$ cat src/rtl/core/ssr_pkg.sv
// ----------------------------------------------------------------------------
// ssr_pkg
// Shared types and constants for the streaming substring replace core.
// ----------------------------------------------------------------------------
package ssr_pkg;

   localparam int BYTE_W    = 8;
   localparam int BUF_DEPTH = 8;             // pending bytes, also max pattern length
   localparam int IDX_W     = 3;             // index into pending buffer / replacement
   localparam int CNT_W     = 4;             // pending count, holds 0..BUF_DEPTH
   localparam int LEN_W     = 4;
   localparam int TEXT_W    = 64;
   localparam int CSR_IDX_W = 2;

   localparam logic [LEN_W-1:0] PAT_MAX = 4'd8;
   localparam logic [LEN_W-1:0] REP_MAX = 4'd8;

   // register indexes
   localparam logic [CSR_IDX_W-1:0] CSR_PATTERN_BYTES      = 2'd0;
   localparam logic [CSR_IDX_W-1:0] CSR_PATTERN_LENGTH     = 2'd1;
   localparam logic [CSR_IDX_W-1:0] CSR_REPLACEMENT_BYTES  = 2'd2;
   localparam logic [CSR_IDX_W-1:0] CSR_REPLACEMENT_LENGTH = 2'd3;

   typedef struct packed {
      logic [BYTE_W-1:0] text_byte;
      logic              line_end;
   } req_type;

   typedef struct packed {
      logic [BYTE_W-1:0] out_byte;
      logic              run_last;
   } rsp_type;

   // controller -> datapath
   typedef struct packed {
      logic accept;        // load input word into pending buffer
      logic emit_pending;  // emit oldest pending byte and shift
      logic start_repl;    // full match: drop pending, rewind replacement index
      logic emit_repl;     // emit next replacement byte
      logic finish;        // push staged byte out as the final word of this item
   } cmd_type;

   // datapath -> controller
   typedef struct packed {
      logic prefix_ok;     // pending bytes are a prefix of the pattern
      logic full_match;    // ... and as long as the pattern
      logic pend_empty;
      logic pend_one;
      logic repl_none;     // replacement length is zero
      logic repl_done;     // current replacement byte is the last one
      logic line_last;     // item carried line_end
      logic stage_valid;   // a byte waits in the staging register
      logic emit_ok;       // staging register may take a new byte
   } status_type;

endpackage

$ cat src/rtl/core/ssr_datapath.sv
// ----------------------------------------------------------------------------
// ssr_datapath
// Config registers, pending buffer, replacement index, one-word staging
// register and the output register.
// ----------------------------------------------------------------------------
module ssr_datapath (
   input  logic                              clock,
   input  logic                              reset,
   input  ssr_pkg::req_type                  req_data,
   output ssr_pkg::rsp_type                  rsp_data,
   output logic                              rsp_valid,
   input  logic                              rsp_ready,
   input  logic                              csr_we,
   input  logic [ssr_pkg::CSR_IDX_W-1:0]     csr_index,
   input  logic [ssr_pkg::TEXT_W-1:0]        csr_wdata,
   input  ssr_pkg::cmd_type                  cmd,
   output ssr_pkg::status_type               status
);
   import ssr_pkg::*;

   logic [TEXT_W-1:0] pat_bytes_ff, pat_bytes_in;
   logic [LEN_W-1:0]  pat_len_ff,   pat_len_in;
   logic [TEXT_W-1:0] rep_bytes_ff, rep_bytes_in;
   logic [LEN_W-1:0]  rep_len_ff,   rep_len_in;

   logic [BYTE_W-1:0] pend_buf_ff [BUF_DEPTH];
   logic [BYTE_W-1:0] pend_buf_in [BUF_DEPTH];
   logic [CNT_W-1:0]  pend_cnt_ff,  pend_cnt_in;
   logic              line_last_ff, line_last_in;
   logic [IDX_W-1:0]  rep_idx_ff,   rep_idx_in;

   logic [BYTE_W-1:0] stage_byte_ff, stage_byte_in;
   logic              stage_valid_ff, stage_valid_in;
   rsp_type           out_ff, out_in;
   logic              out_valid_ff, out_valid_in;

   logic [LEN_W-1:0]     plen, rlen;
   logic [BUF_DEPTH-1:0] byte_ok;
   logic                 prefix_ok;
   logic                 slot_free;
   logic                 emit;
   logic                 push;
   logic [BYTE_W-1:0]    emit_byte;
   logic [IDX_W-1:0]     wr_idx;
   logic                 pat_write;

   // effective lengths
   always_comb begin
      if (pat_len_ff == '0) begin
         plen = LEN_W'(1);
      end else if (pat_len_ff > PAT_MAX) begin
         plen = PAT_MAX;
      end else begin
         plen = pat_len_ff;
      end
      rlen = (rep_len_ff > REP_MAX) ? REP_MAX : rep_len_ff;
   end

   always_comb begin
      for (int k = 0; k < BUF_DEPTH; k++) begin
         byte_ok[k] = (CNT_W'(k) >= pend_cnt_ff) ||
                      (pend_buf_ff[k] == pat_bytes_ff[k*BYTE_W +: BYTE_W]);
      end
   end
   assign prefix_ok = &byte_ok;

   assign slot_free = !out_valid_ff || rsp_ready;
   assign emit      = cmd.emit_pending || cmd.emit_repl;
   assign push      = (emit || cmd.finish) && stage_valid_ff;
   assign emit_byte = cmd.emit_repl ? rep_bytes_ff[rep_idx_ff*BYTE_W +: BYTE_W]
                                    : pend_buf_ff[0];
   // a leftover full count (never expected) restarts the buffer
   assign wr_idx    = (pend_cnt_ff >= plen) ? '0 : pend_cnt_ff[IDX_W-1:0];
   assign pat_write = csr_we && ((csr_index == CSR_PATTERN_BYTES) ||
                                 (csr_index == CSR_PATTERN_LENGTH));

   always_comb begin
      pat_bytes_in = pat_bytes_ff;
      pat_len_in   = pat_len_ff;
      rep_bytes_in = rep_bytes_ff;
      rep_len_in   = rep_len_ff;
      if (csr_we) begin
         unique case (csr_index)
            CSR_PATTERN_BYTES:      pat_bytes_in = csr_wdata;
            CSR_PATTERN_LENGTH:     pat_len_in   = csr_wdata[LEN_W-1:0];
            CSR_REPLACEMENT_BYTES:  rep_bytes_in = csr_wdata;
            CSR_REPLACEMENT_LENGTH: rep_len_in   = csr_wdata[LEN_W-1:0];
            default: ;
         endcase
      end
   end

   always_comb begin
      pend_buf_in  = pend_buf_ff;
      pend_cnt_in  = pend_cnt_ff;
      line_last_in = line_last_ff;
      rep_idx_in   = rep_idx_ff;
      if (cmd.accept) begin
         pend_buf_in[wr_idx] = req_data.text_byte;
         pend_cnt_in         = CNT_W'(wr_idx) + CNT_W'(1);
         line_last_in        = req_data.line_end;
      end
      if (cmd.emit_pending) begin
         for (int k = 0; k < BUF_DEPTH - 1; k++) begin
            pend_buf_in[k] = pend_buf_ff[k+1];
         end
         pend_cnt_in = pend_cnt_ff - CNT_W'(1);
      end
      if (cmd.start_repl) begin
         pend_cnt_in = '0;
         rep_idx_in  = '0;
      end
      if (cmd.emit_repl) begin
         rep_idx_in = rep_idx_ff + IDX_W'(1);
      end
      if (pat_write) begin
         pend_cnt_in = '0;
      end
   end

   // staging holds the newest emitted byte until we know if it is the last one
   always_comb begin
      stage_byte_in  = stage_byte_ff;
      stage_valid_in = stage_valid_ff;
      out_in         = out_ff;
      out_valid_in   = out_valid_ff;
      if (rsp_ready) begin
         out_valid_in = 1'b0;
      end
      if (push) begin
         out_in.out_byte = stage_byte_ff;
         out_in.run_last = cmd.finish;
         out_valid_in    = 1'b1;
      end
      if (emit) begin
         stage_byte_in  = emit_byte;
         stage_valid_in = 1'b1;
      end else if (cmd.finish) begin
         stage_valid_in = 1'b0;
      end
   end

   always_ff @(posedge clock) begin
      if (reset) begin
         pat_bytes_ff   <= '0;
         pat_len_ff     <= LEN_W'(1);
         rep_bytes_ff   <= '0;
         rep_len_ff     <= '0;
         pend_cnt_ff    <= '0;
         stage_valid_ff <= 1'b0;
         out_valid_ff   <= 1'b0;
      end else begin
         pat_bytes_ff   <= pat_bytes_in;
         pat_len_ff     <= pat_len_in;
         rep_bytes_ff   <= rep_bytes_in;
         rep_len_ff     <= rep_len_in;
         pend_cnt_ff    <= pend_cnt_in;
         stage_valid_ff <= stage_valid_in;
         out_valid_ff   <= out_valid_in;
      end
   end

   always_ff @(posedge clock) begin
      pend_buf_ff   <= pend_buf_in;
      line_last_ff  <= line_last_in;
      rep_idx_ff    <= rep_idx_in;
      stage_byte_ff <= stage_byte_in;
      out_ff        <= out_in;
   end

   assign rsp_data  = out_ff;
   assign rsp_valid = out_valid_ff;

   assign status.prefix_ok   = prefix_ok;
   assign status.full_match  = prefix_ok && (pend_cnt_ff >= plen);
   assign status.pend_empty  = (pend_cnt_ff == '0);
   assign status.pend_one    = (pend_cnt_ff == CNT_W'(1));
   assign status.repl_none   = (rlen == '0);
   assign status.repl_done   = ({1'b0, rep_idx_ff} == (rlen - LEN_W'(1)));
   assign status.line_last   = line_last_ff;
   assign status.stage_valid = stage_valid_ff;
   assign status.emit_ok     = !stage_valid_ff || slot_free;

   a_cnt_bound: assert property (@(posedge clock) disable iff (reset)
      pend_cnt_ff <= CNT_W'(BUF_DEPTH))
      else $error("pending count above buffer depth");

   a_push_room: assert property (@(posedge clock) disable iff (reset)
      push |-> slot_free)
      else $error("output register overwritten while stalled");

   a_repl_range: assert property (@(posedge clock) disable iff (reset)
      cmd.emit_repl |-> ({1'b0, rep_idx_ff} < rlen))
      else $error("replacement index past replacement length");

endmodule

$ cat src/rtl/core/ssr_ctrl.sv
// ----------------------------------------------------------------------------
// ssr_ctrl
// Sequencer: accept a word, recheck the pending prefix, emit literals,
// replacement or line flush, then close the run.
// ----------------------------------------------------------------------------
module ssr_ctrl (
   input  logic                 clock,
   input  logic                 reset,
   input  logic                 req_valid,
   output logic                 req_ready,
   output ssr_pkg::cmd_type     cmd,
   input  ssr_pkg::status_type  status
);
   import ssr_pkg::*;

   localparam logic [2:0] S_IDLE   = 3'd0;
   localparam logic [2:0] S_CHECK  = 3'd1;
   localparam logic [2:0] S_REPL   = 3'd2;
   localparam logic [2:0] S_FLUSH  = 3'd3;
   localparam logic [2:0] S_FINISH = 3'd4;

   logic [2:0] state_ff, state_in;
   logic [2:0] done_state;

   // close the run only if a word is staged
   assign done_state = status.stage_valid ? S_FINISH : S_IDLE;
   assign req_ready  = (state_ff == S_IDLE);

   always_comb begin
      state_in = state_ff;
      cmd      = '0;
      unique case (state_ff)
         S_IDLE: begin
            if (req_valid) begin
               cmd.accept = 1'b1;
               state_in   = S_CHECK;
            end
         end
         S_CHECK: begin
            if (!status.prefix_ok) begin
               // oldest pending byte can no longer start a match
               if (status.emit_ok) begin
                  cmd.emit_pending = 1'b1;
               end
            end else if (status.full_match) begin
               cmd.start_repl = 1'b1;
               state_in       = status.repl_none ? done_state : S_REPL;
            end else if (status.line_last && !status.pend_empty) begin
               state_in = S_FLUSH;
            end else begin
               state_in = done_state;
            end
         end
         S_REPL: begin
            if (status.emit_ok) begin
               cmd.emit_repl = 1'b1;
               if (status.repl_done) begin
                  state_in = S_FINISH;
               end
            end
         end
         S_FLUSH: begin
            if (status.emit_ok) begin
               cmd.emit_pending = 1'b1;
               if (status.pend_one) begin
                  state_in = S_FINISH;
               end
            end
         end
         S_FINISH: begin
            if (status.emit_ok) begin
               cmd.finish = 1'b1;
               state_in   = S_IDLE;
            end
         end
         default: begin
            state_in = S_IDLE;
         end
      endcase
   end

   always_ff @(posedge clock) begin
      if (reset) begin
         state_ff <= S_IDLE;
      end else begin
         state_ff <= state_in;
      end
   end

   a_idle_clean: assert property (@(posedge clock) disable iff (reset)
      (state_ff == S_IDLE) |-> !status.stage_valid)
      else $error("idle with a staged word left behind");

   a_accept_check: assert property (@(posedge clock) disable iff (reset)
      (req_valid && req_ready) |=> (state_ff == S_CHECK))
      else $error("accepted word not checked next cycle");

   a_flush_nonempty: assert property (@(posedge clock) disable iff (reset)
      (state_ff == S_FLUSH) |-> !status.pend_empty)
      else $error("flush with empty pending buffer");

endmodule

$ cat src/rtl/core/stream_substring_replace_core.sv
// ----------------------------------------------------------------------------
// stream_substring_replace_core
// Line-oriented find-and-replace over a byte stream.
//
// req_* takes one text byte per word with a line_end flag on the last byte
// of each line. rsp_* returns the rewritten bytes; run_last marks the final
// word caused by one input word (an input may cause none). csr_* writes the
// pattern and replacement registers; a pattern write drops pending bytes.
// Configure only while idle.
// An input word is accepted, then its pending prefix is checked; a word that
// is only held in the pending buffer yields no result word. Otherwise the
// sequencer emits one byte per cycle into a staging register while the
// output is not stalled, then closes the run. Output stalls stop the
// sequencer; the next input word is taken once the run is closed, even if
// the output register still holds an untaken word. A result word passes
// through the staging register and then the output register.
// Reset clears the pending count, restores default registers and empties
// the output register.
// ----------------------------------------------------------------------------
module stream_substring_replace_core (
   input  logic                          clock,
   input  logic                          reset,
   input  logic                          req_valid,
   output logic                          req_ready,
   input  ssr_pkg::req_type              req_data,
   output logic                          rsp_valid,
   input  logic                          rsp_ready,
   output ssr_pkg::rsp_type              rsp_data,
   input  logic                          csr_we,
   input  logic [ssr_pkg::CSR_IDX_W-1:0] csr_index,
   input  logic [ssr_pkg::TEXT_W-1:0]    csr_wdata
);
   import ssr_pkg::*;

   cmd_type    cmd;
   status_type status;

   ssr_ctrl u_ctrl (
      .clock     (clock),
      .reset     (reset),
      .req_valid (req_valid),
      .req_ready (req_ready),
      .cmd       (cmd),
      .status    (status)
   );

   ssr_datapath u_datapath (
      .clock     (clock),
      .reset     (reset),
      .req_data  (req_data),
      .rsp_data  (rsp_data),
      .rsp_valid (rsp_valid),
      .rsp_ready (rsp_ready),
      .csr_we    (csr_we),
      .csr_index (csr_index),
      .csr_wdata (csr_wdata),
      .cmd       (cmd),
      .status    (status)
   );

endmodule
$ cat config.mk
export PLATFORM = sky130hd
export DESIGN_NAME = stream_substring_replace_core
export DESIGN_NICKNAME = d
export VERILOG_FILES = /design/src/rtl/core/ssr_pkg.sv /design/src/rtl/core/ssr_datapath.sv /design/src/rtl/core/ssr_ctrl.sv /design/src/rtl/core/stream_substring_replace_core.sv
export SDC_FILE = /design/constraint.sdc
export NUM_CORES = 1
export LEC_CHECK = 0
export BUFFER_PORTS_ARGS = -buffer_cell sky130_fd_sc_hd__buf_2
export CORE_MARGIN = 4
export CORE_UTILIZATION = 56
export CTS_CLUSTER_DIAMETER = 50
export CTS_CLUSTER_SIZE = 12
export DETAILED_ROUTE_END_ITERATION = 16
export PLACE_DENSITY_LB_ADDON = 0.08
export SYNTH_ARGS = -nofsm -noshare
export SYNTH_HDL_FRONTEND = slang
export SYNTH_SLANG_ARGS = --single-unit
export TNS_END_PERCENT = 30
$ cat constraint.sdc
create_clock -name clock -period 8.35 [get_ports clock]
set_clock_uncertainty 0.2 [all_clocks]
set_input_delay 1.67 -clock clock [delete_from_list [all_inputs] [get_ports clock]]
set_output_delay 1.67 -clock clock [all_outputs]
set_load 0.03 [all_outputs]
Word-level counts from Yosys, hierarchy flattened
Index checks and enable logic that the tools add are counted.
Widths: inputs -> output; s select.

storage, ports and cells
  flip-flop bits (word level) = 230
  bits of input ports = 80
  word-level logic and storage cells = 141

operators by class
  shift operators = 1
  add/sub/neg operators = 4
  equality and inequality tests = 24
  bitwise operators = 1
  magnitude comparators = 13
  mux-type cells = 40
  reduce and logical (&&, ||, !) cells = 37

operators by type and width
  kind                 number
  $bwmux 64            1
  $eq 8x8->1           8
  $mux 64              1
  $shiftx 64x7->8      1
  $mux 56              1
  $mux 3               14
  $demux 8 s3          1
  $mux 4               5
  $ge 3x4->1 const A   4
  $mux 8               2
  $pmux 3 s5           1
  $logic_or 1x1->1     13
  $mux 1               13
  $logic_not 4->1      3
  $ne 2x2->1 const B   6
  $ge 1x4->1 const A   2
  $ge 2x4->1 const A   2
  $gt 4x4->1 const B   2
  $reduce_and 2->1     4
  $reduce_and 8->1     1
  $reduce_bool 2->1    4
  $sub 4x1->4 const B  2
  $reduce_and 7->1     1
  $eq 3x2->1 const B   2
  other kinds (19)     26

Longest topological paths before layout
  word-level depth = 13
  gate-level depth with buffers = 11
  mapped depth without buffers = 11

Hierarchy
Synthesis repeated with hierarchy kept, for this count alone.

unflattened totals
  cell total of the unflattened synthesis = 1082
  area total of the unflattened synthesis = 10405.0 um2

by module, submodules not included
  module        times used  sequential area each (um2)  area each (um2)  cells each
  ssr_datapath  1           5395.2                      10114.7          1046
  ssr_ctrl      1           60.1                        290.3            36

Worst setup path before layout
No wires, ideal clock.

  kind = input-to-reg
  start point = input req_valid
  end point = register u_datapath.pend_buf_ff[10] in the netlist's numbering, enable pin
  stages = 4
  path slack = 4941 ps
  arrival = 2825 ps
  buffers on the path = 0
  setup time = 384 ps
  cells stage by stage = nand2_1 -> inv_1 -> nand3_1 -> o21ai_0

RTL lines
  what                  line                                 RTL
  from (decl)           stream_substring_replace_core.sv:23  input logic req_valid,
  to (signal assigned)  ssr_datapath.sv:164                  pend_buf_ff <= pend_buf_in;
  to (decl)             ssr_datapath.sv:26                   logic [BYTE_W-1:0] pend_buf_ff [BUF_DEPTH];

Worst setup path after layout
  start point = register u_datapath.pend_cnt_ff[0]
  end point = register u_datapath.out_ff (netlist bit u_datapath.rsp_data[5]), enable pin

on the way
  word-level cells in the longest chain between the ends = 8
  elaborated cells on any way between the ends = 22

RTL lines
  what                                line                 RTL
  from (decl)                         ssr_datapath.sv:28   logic [CNT_W-1:0] pend_cnt_ff, pend_cnt_in;
  from (signal assigned)              ssr_datapath.sv:157  pend_cnt_ff <= pend_cnt_in;
  $ge 1x4->1 (tied with other cells)  ssr_datapath.sv:61   byte_ok[k] = (CNT_W'(k) >= pend_cnt_ff) ||
  $logic_or 1x1->1                    ssr_datapath.sv:61
  $reduce_and 8->1 (*)                ssr_datapath.sv:65   assign prefix_ok = &byte_ok;
  $mux 1 (*)                          ssr_ctrl.sv:40       if (!status.prefix_ok) begin
  $pmux 1 s2 (*)                      ssr_ctrl.sv:32       unique case (state_ff)
  $logic_or 1x1->1 (*)                ssr_datapath.sv:68   assign emit = cmd.emit_pending || cmd.emit_repl;
  net u_datapath.emit                 ssr_datapath.sv:41   logic emit;
  $logic_or 1x1->1 (*)                ssr_datapath.sv:69   assign push = (emit || cmd.finish) && stage_valid_ff;
  $logic_and 1x1->1 (*)               ssr_datapath.sv:69
  to (signal assigned)                ssr_datapath.sv:168  out_ff <= out_in;
  to (decl)                           ssr_datapath.sv:34   rsp_type out_ff, out_in;

The timed path passes the listed nets; every way through them passes the cells marked *.
A chain may end at the register's enable or synchronous reset.

==> impl_metrics.yaml <==
clock_tree:
  numCtsBuffers: 26
  clk_latency_ns: 0.53
  hold_buffers: 0
  cts_sinks: 230
  cts_resized: 0
  cts_root_buf: "clkbuf_16"
  cts_max_level: 1
  clockBufferDepth: 3
  cts_tree: "done"
  path_clk_slew_ns: 0.05
  cts_setup_buffers: 0
route:
  vias: 7909
  via_per_inst: 5.85
  wl_per_cell_um: 19.6
  antenna_left: 0
  wirelength_mm: 26.5
  drt_iter0_drc: 678
  drc_errors: 0
  drt_pass1_iterations: 5
cells_and_area:
  final_cells: 1352
  area_growth_pct: 14.0
  multi_input_area_um2: 4420
  nNetsFinal: 1199
  nFillCells: 1480
  postLayoutCoreUtil_pct: 66.0
  ff_latch_area_um2: 5460
  drive_gt1_share_pct: 15.0
  diodes: 0
sta:
  post-route-min-period_ns: 3.55
  whs_ns: 0.217
  finalSetupTns_ns: 0
  maxSlewViolCount: 0
  setup_viol: 0
  finalHoldViolCount: 0
  max_freq_mhz: 282
  grt_setup_unrepaired: "no"
  min_period_over_period_pct: 42.5
  worst_pin_slew_ns: 1.08
  slew_headroom_pct: 27.4
synthesis:
  yosysWarnings: 0
  synth_top_area_cell: "dfxtp_1"
  synth_nets: 1137
  synth.yosys.seq_area_share_pct: 53.7
  yosysTopAreaCellShare_pct: 28.6
  synth_edf_count: 85
  synthTopCellsByArea: "dfxtp_1 29%, edfxtp_1 25%, nand2_1 11%"
  async_flop_share_pct: 0
  ys.flop_type: "dfxtp_1"
  syn_area_per_cell_um2: 9.70
  synthTopCellsByCount: "296 x nand2_1, 150 x a21oi_1, 145 x dfxtp_1, 85 x edfxtp_1, 56 x a22o_1"
  netlist_instances: 1047
  ys_ff_latch: 230
  yosysUniqueCellTypes: 49
  synth_area_um2: 10200
  yosysMostFrequentCell: "nand2_1"
floorplanning:
  row_count: 48
  die_h_um: 143
  die_area_um2: 20300
  io_pins: 91
  core-area_um2: 17500
  fp.dieW_um: 143
  start_util_pct: 57.9
worst_setup_path:
  crit_path_top_delay_cell: "dfxtp_1"
  crit_fanout: 11
  cp.required_ns: 8.32
  max_stage_delay_ns: 0.53
  crit_arrival_ns: 3.52
  worst_path_most_repeated_cell: "a21oi_1"
  critical_path_class: "flop to flop"
  worst-path-buf-inv: 1
  startpoint_type: "flop"
  cp_top_family: "compound AO/OA/AOI/OAI gates"
  timing.critical_path.cells: "inv_1 -> ha_1 -> nor2b_1 -> a21oi_1 -> a21oi_1 -> a2111o_1 -> o21ai_4 -> nand2_2 -> o21a_1"
  worst_setup_path_end_kind: "flop"
power_and_ir_drop:
  peakVddDrop_mv: 0.235
  p_total_mw: 3.90
  power_density_nw_per_um2: 337
  p_leak_nw: 4.21
min_path:
  hold_class: "flop to flop"
status:
  status: "complete, no violations"
grt:
  grt_pass1_wl_mm: 40.5
  antenna_found_initial: 0
  grt_pass1_vias: 7479
  gr-usage-all-layers_pct: 25.6
  grt_max_degree: 98
  grt-ovfl-total: 0
place:
  dp_hpwl_mm: 18.8
  dp_cells: 1306
  port_buffers: 90
  place_congestion: 0.836
run:
  drv_cap: 0
registers in the layout, indices dropped and copies added (netlist names):
register,count
u_datapath.pat_bytes_ff,64
u_datapath.rep_bytes_ff,64
u_datapath.pat_len_ff,4
u_datapath.pend_buf_ff,64
u_datapath.rsp_data,9
u_datapath.stage_valid_ff,1
u_datapath.stage_byte_ff,8
u_ctrl.state_ff,3
u_datapath.rep_idx_ff,3
u_datapath.rsp_valid,1
u_datapath.line_last_ff,1
u_datapath.rep_len_ff,4
u_datapath.pend_cnt_ff,4
worst paths after layout:
check / end / from / cells past startpoint / slack [ns]
setup / recovery: u_datapath.rsp_data[5]$_DFFE_PP_ / u_datapath.pend_cnt_ff[0]$_SDFFE_PP0P_ / 9 / 4.80
hold / removal: u_datapath.rsp_data[8]$_DFFE_PP_ / u_datapath.stage_byte_ff[7]$_DFFE_PP_ / 0 / 0.22
setup reg to reg: u_datapath.rsp_data[5]$_DFFE_PP_ / u_datapath.pend_cnt_ff[0]$_SDFFE_PP0P_ / 9 / 4.80
hold reg to reg: u_datapath.rsp_data[8]$_DFFE_PP_ / u_datapath.stage_byte_ff[7]$_DFFE_PP_ / 0 / 0.22
power by group:
| group | internal (mW) | switching, mW | total [mW] |
|---|---|---|---|
| registers | 1.48 | 0.193 | 1.67 |
| logic | 0.411 | 0.670 | 1.08 |
| clock network | 0.694 | 0.455 | 1.15 |
layer usage:
| layer | vias up | track usage [%] | routed length, um |
|---|---|---|---|
| met5 | - | 0 | 0 |
| met4 | 0 | 6.80 | 680 |
| met3 | 41 | 3.08 | 1490 |
| met2 | 273 | 46.0 | 13700 |
| met1 | 3799 | 32.7 | 10700 |
| li1 | 3796 | - | - |
worst reg2reg max path, delay by kind of cell, from the launching register on:
kind            cells  cell delay (ns)
fa+ha+maj           1             0.25
buf+inv             1             0.24
flops               1             0.53
simple gates        2             0.43
compound gates      5             1.53
logic make-up after synthesis:
logic type      Yosys count  synth area share, %
xor+xnor                 68                 5.87
simple gates            381                 15.7
compound gates          254                 15.7
mux                      29                 4.83
buf+inv                  75                 2.96
flops                   230                 53.7
fa+ha+maj                10                 1.23
metrics by stage:
| stage | cell area (um^2) | setup slack (ns) |
|---|---|---|
| after detailed placement | 10700 | 4.41 |
| after floorplan | 10200 | 4.94 |
| after global placement | 10700 | 4.43 |
| after global routing | 11600 | 4.54 |
| final | 11600 | 4.80 |
| after CTS | 11600 | 4.87 |
cell type report:
class | count | area share [%]
multi-input combinational | 742 | 38.2
clock inverter | 9 | 1.32
sequential | 230 | 47.1
inverter | 12 | 0.389
tap | 225 | 2.43
clock buffer | 37 | 6.17
timing repair buffer | 97 | 4.37
cell usage in the layout, fill, tap and decap left out, types with 2 or more instances in the layout:
cell         n
inv_1       12
mux2i_1     13
inv_6        2
nor2_1      27
nor3_1       2
o21a_1       2
nor4_1       5
mux4_2      16
xor2_1      26
a21o_1       2
edfxtp_1    85
nor3_2       4
o21ai_0     22
nand4_1     13
clkbuf_1     9
or2_1        4
buf_2       89
xnor2_1     42
nor2b_1      4
nand2b_1     2
nand3_1     12
dfxtp_1    145
buf_4        8
a211oi_1     2
ha_1        10
o21ai_1      2
or2_2        3
nand2_1    296
a22o_1      56
a31oi_1      4
a21oi_1    150
clkbuf_16   27
bufinv_16    3
and3_1       2
Power figures use the tool's default switching activity.
